<file path="config.mk">
export PLATFORM = sky130hd
export DESIGN_NAME = gae_ctrl
export DESIGN_NICKNAME = d
export VERILOG_FILES = /design/src/design/gae_pkg.sv /design/src/design/gae_ctrl.sv
export SDC_FILE = /design/constraint.sdc
export NUM_CORES = 1
export LEC_CHECK = 0
export BUFFER_PORTS_ARGS = -buffer_cell sky130_fd_sc_hd__buf_2
export CORE_AREA = 2 2 39 41
export CTS_CLUSTER_DIAMETER = 120
export CTS_CLUSTER_SIZE = 25
export DETAILED_ROUTE_END_ITERATION = 12
export DIE_AREA = 0 0 41 43
export SETUP_SLACK_MARGIN = 0.3
export SLEW_MARGIN = 5
export SYNTH_ARGS = -nofsm -noshare
export SYNTH_HDL_FRONTEND = slang
export SYNTH_SLANG_ARGS = --single-unit
</file>
<file path="constraint.sdc">
create_clock -name clk -period 1.4 [get_ports clk]
set_clock_uncertainty 0.2 [all_clocks]
set_input_delay 0.35 -clock clk [delete_from_list [all_inputs] [get_ports clk]]
set_output_delay 0.35 -clock clk [all_outputs]
set_load 0.02 [all_outputs]
</file>
<file path="src/design/gae_pkg.sv">
// shared types, constants and saturation helper for the advantage engine
`default_nettype none

package gae_pkg;

  localparam int VAL_W    = 32;
  localparam int FRAC_W   = 16;
  localparam int FAC_W    = 17;
  localparam int GL_W     = FAC_W + 1;
  localparam int WIDE_W   = VAL_W + GL_W + 1;
  localparam int KIND_W   = 2;
  localparam int STAT_W   = 2;
  localparam int ROW_W    = 6;
  localparam int CFG_IDX_W = 2;
  localparam int ROW_BITS = 3 * VAL_W + 2;

  localparam int CAPACITY_DEF = 64;

  localparam logic [FAC_W-1:0] DISCOUNT_RST    = 17'd64881;
  localparam logic [FAC_W-1:0] TRACE_DECAY_RST = 17'd62259;

  localparam logic signed [VAL_W-1:0] VAL_MAX = 32'sh7FFFFFFF;
  localparam logic signed [VAL_W-1:0] VAL_MIN = 32'sh80000000;

  localparam logic [CFG_IDX_W-1:0] CFG_DISCOUNT    = 2'd0;
  localparam logic [CFG_IDX_W-1:0] CFG_TRACE_DECAY = 2'd1;

  typedef enum logic [KIND_W-1:0] {
    KIND_ADD    = 2'd0,
    KIND_FINISH = 2'd1,
    KIND_CLEAR  = 2'd2
  } kind_t;

  typedef enum logic [STAT_W-1:0] {
    STAT_OK    = 2'd0,
    STAT_FULL  = 2'd1,
    STAT_EMPTY = 2'd2
  } status_t;

  typedef enum logic [1:0] {
    ST_IDLE,
    ST_BOOT,
    ST_TRACE,
    ST_EMIT
  } state_t;

  typedef struct packed {
    logic add_req;
    logic fin_start;
    logic fin_empty;
    logic clear;
    logic mul_boot;
    logic mul_trace;
    logic emit;
  } ctrl_cmd_t;

  typedef struct packed {
    logic empty;
    logic full;
    logic last;
  } dp_stat_t;

  function automatic logic signed [VAL_W-1:0] sat_val(input logic signed [WIDE_W-1:0] v);
    logic [WIDE_W-VAL_W:0] hi;
    hi = v[WIDE_W-1:VAL_W-1];
    if (&hi || ~|hi) begin
      sat_val = v[VAL_W-1:0];
    end else if (v[WIDE_W-1]) begin
      sat_val = VAL_MIN;
    end else begin
      sat_val = VAL_MAX;
    end
  endfunction

endpackage

`default_nettype wire

</file>
<file path="src/design/gae_ctrl.sv">
// controller state machine for the advantage engine
`default_nettype none

module gae_ctrl (
  input  logic                      clk,
  input  logic                      rst_n,
  input  logic                      start,
  input  logic [gae_pkg::KIND_W-1:0] in_kind,
  input  gae_pkg::dp_stat_t         stat,
  output gae_pkg::ctrl_cmd_t        cmd,
  output logic                      busy
);

  import gae_pkg::*;

  state_t state_r;
  state_t state_nxt;

  always_ff @(posedge clk) begin
    if (!rst_n) begin
      state_r <= ST_IDLE;
    end else begin
      state_r <= state_nxt;
    end
  end

  always_comb begin
    cmd       = '0;
    state_nxt = state_r;
    case (state_r)
      ST_IDLE: begin
        if (start) begin
          case (in_kind)
            KIND_ADD: cmd.add_req = 1'b1;
            KIND_FINISH: begin
              if (stat.empty) begin
                cmd.fin_empty = 1'b1;
              end else begin
                cmd.fin_start = 1'b1;
                state_nxt     = ST_BOOT;
              end
            end
            KIND_CLEAR: cmd.clear = 1'b1;
            default: ;
          endcase
        end
      end
      ST_BOOT: begin
        cmd.mul_boot = 1'b1;
        state_nxt    = ST_TRACE;
      end
      ST_TRACE: begin
        cmd.mul_trace = 1'b1;
        state_nxt     = ST_EMIT;
      end
      ST_EMIT: begin
        cmd.emit  = 1'b1;
        state_nxt = stat.last ? ST_IDLE : ST_BOOT;
      end
      default: state_nxt = ST_IDLE;
    endcase
  end

  assign busy = (state_r != ST_IDLE);

  a_boot_to_trace: assert property (@(posedge clk) disable iff (!rst_n)
    state_r == ST_BOOT |=> state_r == ST_TRACE)
    else $error("boot phase not followed by trace phase");

  a_trace_to_emit: assert property (@(posedge clk) disable iff (!rst_n)
    state_r == ST_TRACE |=> state_r == ST_EMIT)
    else $error("trace phase not followed by emit phase");

  a_walk_continues: assert property (@(posedge clk) disable iff (!rst_n)
    (state_r == ST_EMIT && !stat.last) |=> state_r == ST_BOOT)
    else $error("walk stopped before row zero");

endmodule

`default_nettype wire

</file>
== Word-level counts from Yosys, hierarchy flattened ==
Cells that the tools add are included.
Word-level totals
  bits in registers: 2
  input port bits: 8
  output and inout bits: 8
  logic and storage cells: 28
Operators by class
  equal/unequal tests: 8
  muxes and demuxes: 15
  reductions and logical operators: 4
Operators with widths (count)
  1-bit 2-to-1 mux: 8
  2-bit 2-to-1 mux: 4
  4-bit 2-to-1 mux: 2
  2-bit one-hot mux with 4 select lines: 1
  2-bit equality test, second input constant: 3
  2-bit by 1-bit equality test with 1-bit output, second input constant: 2
  2-bit logical NOT: 2
  2-bit != test, second input constant: 2
  3-bit AND reduction: 1
  2-bit by 1-bit != test with 1-bit output, second input constant: 1
  2-bit nonzero test: 1

== Longest topological paths before layout ==
  word-level depth: 4
  depth in mapped cells: 5
  depth with buffers taken out: 5

== Worst setup path after synthesis ==
OpenSTA, ideal clock, no wires.
  kind: register to output
  start point: reg state_r[0]
  end point: out cmd[5] (netlist name)
  arrival: 1.416 ns
  required time: 0.850 ns
  path slack: -0.566 ns
  cell stages (with the launch flop): 5
  path buffers: 0
  path through: dfxtp_1 > inv_1 > ha_1 > nand2_1 > nor4b_1
RTL lines
  start, declared: RTL line gae_ctrl.sv:16  | state_t state_r;
  start signal, assigned: RTL line gae_ctrl.sv:23  | state_r <= state_nxt;
  end, declared: RTL line gae_ctrl.sv:10  | output gae_pkg::ctrl_cmd_t cmd,

==> results.json <==
{
  "internal_power_w": 0.000476,
  "pwr-share-clk_pct": 15.6,
  "seq_area_frac_synth_pct": 18.7,
  "dp_cells": 59,
  "grt_max_degree": 6,
  "place_congestion": 0.736,
  "io_buffers": 14,
  "ant_nets": 0,
  "reg2reg_to": "state_r[0]",
  "power_frac_comb_pct": 73.0,
  "end_kind": "output pin",
  "drv_slew": 0,
  "dr.max_layer_used": "met3",
  "clk_pin_slew_ns": 0.03,
  "cts_max_level": 1,
  "drv_cap": 0,
  "core_um2": 1380,
  "worst_pin_slew_ns": 0.181,
  "drt_pass1_iterations": 1,
  "yosysUniqueCellTypes": 13,
  "post-route-period-util_pct": 127,
  "p_seq_share_pct": 11.4,
  "clock_latency_ns": 0.22,
  "wire_per_inst_um": 9.62,
  "cp.arrival_ns": 1.23,
  "maxSlewHeadroom_pct": 87.9,
  "wl_met1_um": 233,
  "worstPathMaxFanout": 3,
  "largestRegisters": "state_r x2",
  "die_area_um2": 1760,
  "via_count": 265,
  "start_util_pct": 15.5,
  "power_density_nw_per_um2": 1500,
  "ios": 16,
  "regMostFlops": "state_r",
  "cp-start-kind": "register",
  "rows": 14,
  "cts.sinks": 2,
  "drt_iter0_drc": 0,
  "r2r-start": "state_r[1]",
  "hp-start": "rst_n",
  "syn_area_um2": 214,
  "rsz0062_at_grt": "yes",
  "layout.nets": 64,
  "switching_share_pct": 40.8,
  "n_fill_cell": 138,
  "grt_pass1_vias": 232,
  "avgSynthCellArea_um2": 8.56,
  "failed_checks": "negative setup slack",
  "die_x_um": 41,
  "switchingPower_w": 0.000329,
  "crit_required_ns": 0.85,
  "p_leak_nw": 0.244,
  "min-delay-path-class": "in -> reg",
  "via_per_inst": 4.08,
  "cts_root_buf": "clkbuf_4",
  "ys_warn_count": 0,
  "hpwl_um": 448,
  "globalRouteOverflowTotal": 0,
  "die_h_um": 43,
  "hold_slack_ns": 0.191,
  "synth-seq-cells": 2,
  "r2r_slack_ns": -0.14,
  "tritoncts": "done",
  "finalPower_w": 0.000805,
  "fin_area_um2": 537,
  "hold_depth": 3,
  "largest_register_ffs": 2,
  "wl_met2_um": 343,
  "ir_worst_vdd_uv": 617,
  "cts_hold_buf": 0,
  "antenna_cells": 0,
  "met3_length_um": 49,
  "status": "finished, violations left",
  "drive_gt1_share_pct": 79.6,
  "setup_slack_ns": -0.379,
  "final.min_clock_period_ns": 1.78,
  "setup_viol": 9,
  "clock.fmax_mhz": 562,
  "grt_pass1_wl_um": 897,
  "drc": 0,
  "synth_area_leaders": "ha_1 29%, dfxtp_1 19%, inv_1 7.0%, nand2_1 7.0%, and4bb_1 5.8%",
  "routed_wl_um": 625,
  "antenna_found_initial": 0,
  "synth.top_cell.area_share_pct": 29.2,
  "hold_viol": 0,
  "synth.largest_area_cell": "ha_1",
  "tns_ns": -2.25,
  "cts_buffers": 3,
  "min_to": "state_r[1]",
  "grt.total_usage_pct": 8.32,
  "placed_area_um2": 395,
  "worstRegToRegCells": 6,
  "cts.path.max_buffers": 2,
  "syn-num-nets": 38,
  "syn_to_final_growth_pct": 151,
  "final_cells": 65,
  "postSynthCellCount": 25,
  "path_class": "reg -> out"
}
per-stage QoR:
| stage | utilization (%) | worst slack [ns] |
|---|---|---|
| 2_1_floorplan | - | -0.176 |
| 3_3_place_gp | 28.6 | -0.197 |
| 3_5_place_dp | 28.6 | -0.211 |
| 4_1_cts | 38.8 | -0.396 |
| 5_1_grt | 38.8 | -0.451 |
| 6_report | 38.8 | -0.379 |
layout by cell type (no fill, tap or decap), drive strengths merged:
master,n
buf,21
ha,5
nand2,4
inv,4
clkbuf,3
nor3,2
dfxtp,2
nor4b,1
nor3b,1
a211o,1
and4bb,1
nor2,1
o22a,1
o221a,1
mux2i,1
how the worst max path moves through the flow:
| stage | start | endpoint | slack [ns] |
|---|---|---|---|
| final | state_r[1] | cmd[5] | -0.38 |
| after detailed placement | state_r[1] | cmd[5] | -0.21 |
| after floorplan | state_r[1] | cmd[5] | -0.18 |
| after global placement | state_r[1] | cmd[5] | -0.20 |
| after global routing | state_r[1] | cmd[5] | -0.45 |
| after CTS | state_r[1] | cmd[5] | -0.40 |
power by group through the flow:
stage               sequential (W)  combinational [W]  clock [W]
finish                   0.0000916           0.000588   0.000125
global route             0.0000938           0.000634   0.000142
CTS                      0.0000917           0.000590   0.000134
detailed placement       0.0000924           0.000425          0
global placement         0.0000918           0.000423          0
floorplan                 0.000101           0.000283          0
per-layer routing:
metal	vias to the layer above	track usage (%)
met4	0	10.0
met1	118	7.67
met3	0	3.14
li1	137	-
met2	10	11.9
met5	-	0
final cells by class:
| class | instances | area, um^2 | area share (%) |
|---|---|---|---|
| multi-input cells | 19 | 268 | 49.9 |
| repair buffers | 21 | 169 | 31.5 |
| flip-flops and latches | 2 | 42.5 | 7.93 |
| clock buffers | 3 | 22.5 | 4.20 |
| well taps | 16 | 20.0 | 3.73 |
| inverters | 4 | 15.0 | 2.80 |
Yosys cell counts, drive strengths merged:
master,count
nand2,4
nor4b,1
ha,5
inv,4
mux2i,1
nor3,2
o22a,1
o221a,1
a211o,1
nor2,1
dfxtp,2
nor3b,1
and4bb,1
logic make-up after synthesis:
kind of cell / after synthesis / share of synthesized area [%]
flip-flops: 2 / 18.7
AO/OA/AOI/OAI: 3 / 13.5
multiplexers: 1 / 4.68
AND/OR/NAND/NOR: 10 / 26.9
buffers and inverters: 4 / 7.02
adder cells (fa/ha/maj): 5 / 29.2
critical path: stages, from the launching register on:
cell and delay [ns]:
dfxtp_2 0.31, inv_2 0.07, ha_4 0.14, nand2_4 0.07, nor4b_4 0.24, buf_4 0.18
what timing repair did:
action	4_1_cts	5_1_grt
buffers inserted	3	0
pin swaps	8	0
gates cloned	0	0
resized for setup	23	0
setup endpoints to repair	10	10
No activity file was read; power rests on OpenSTA's default activity.
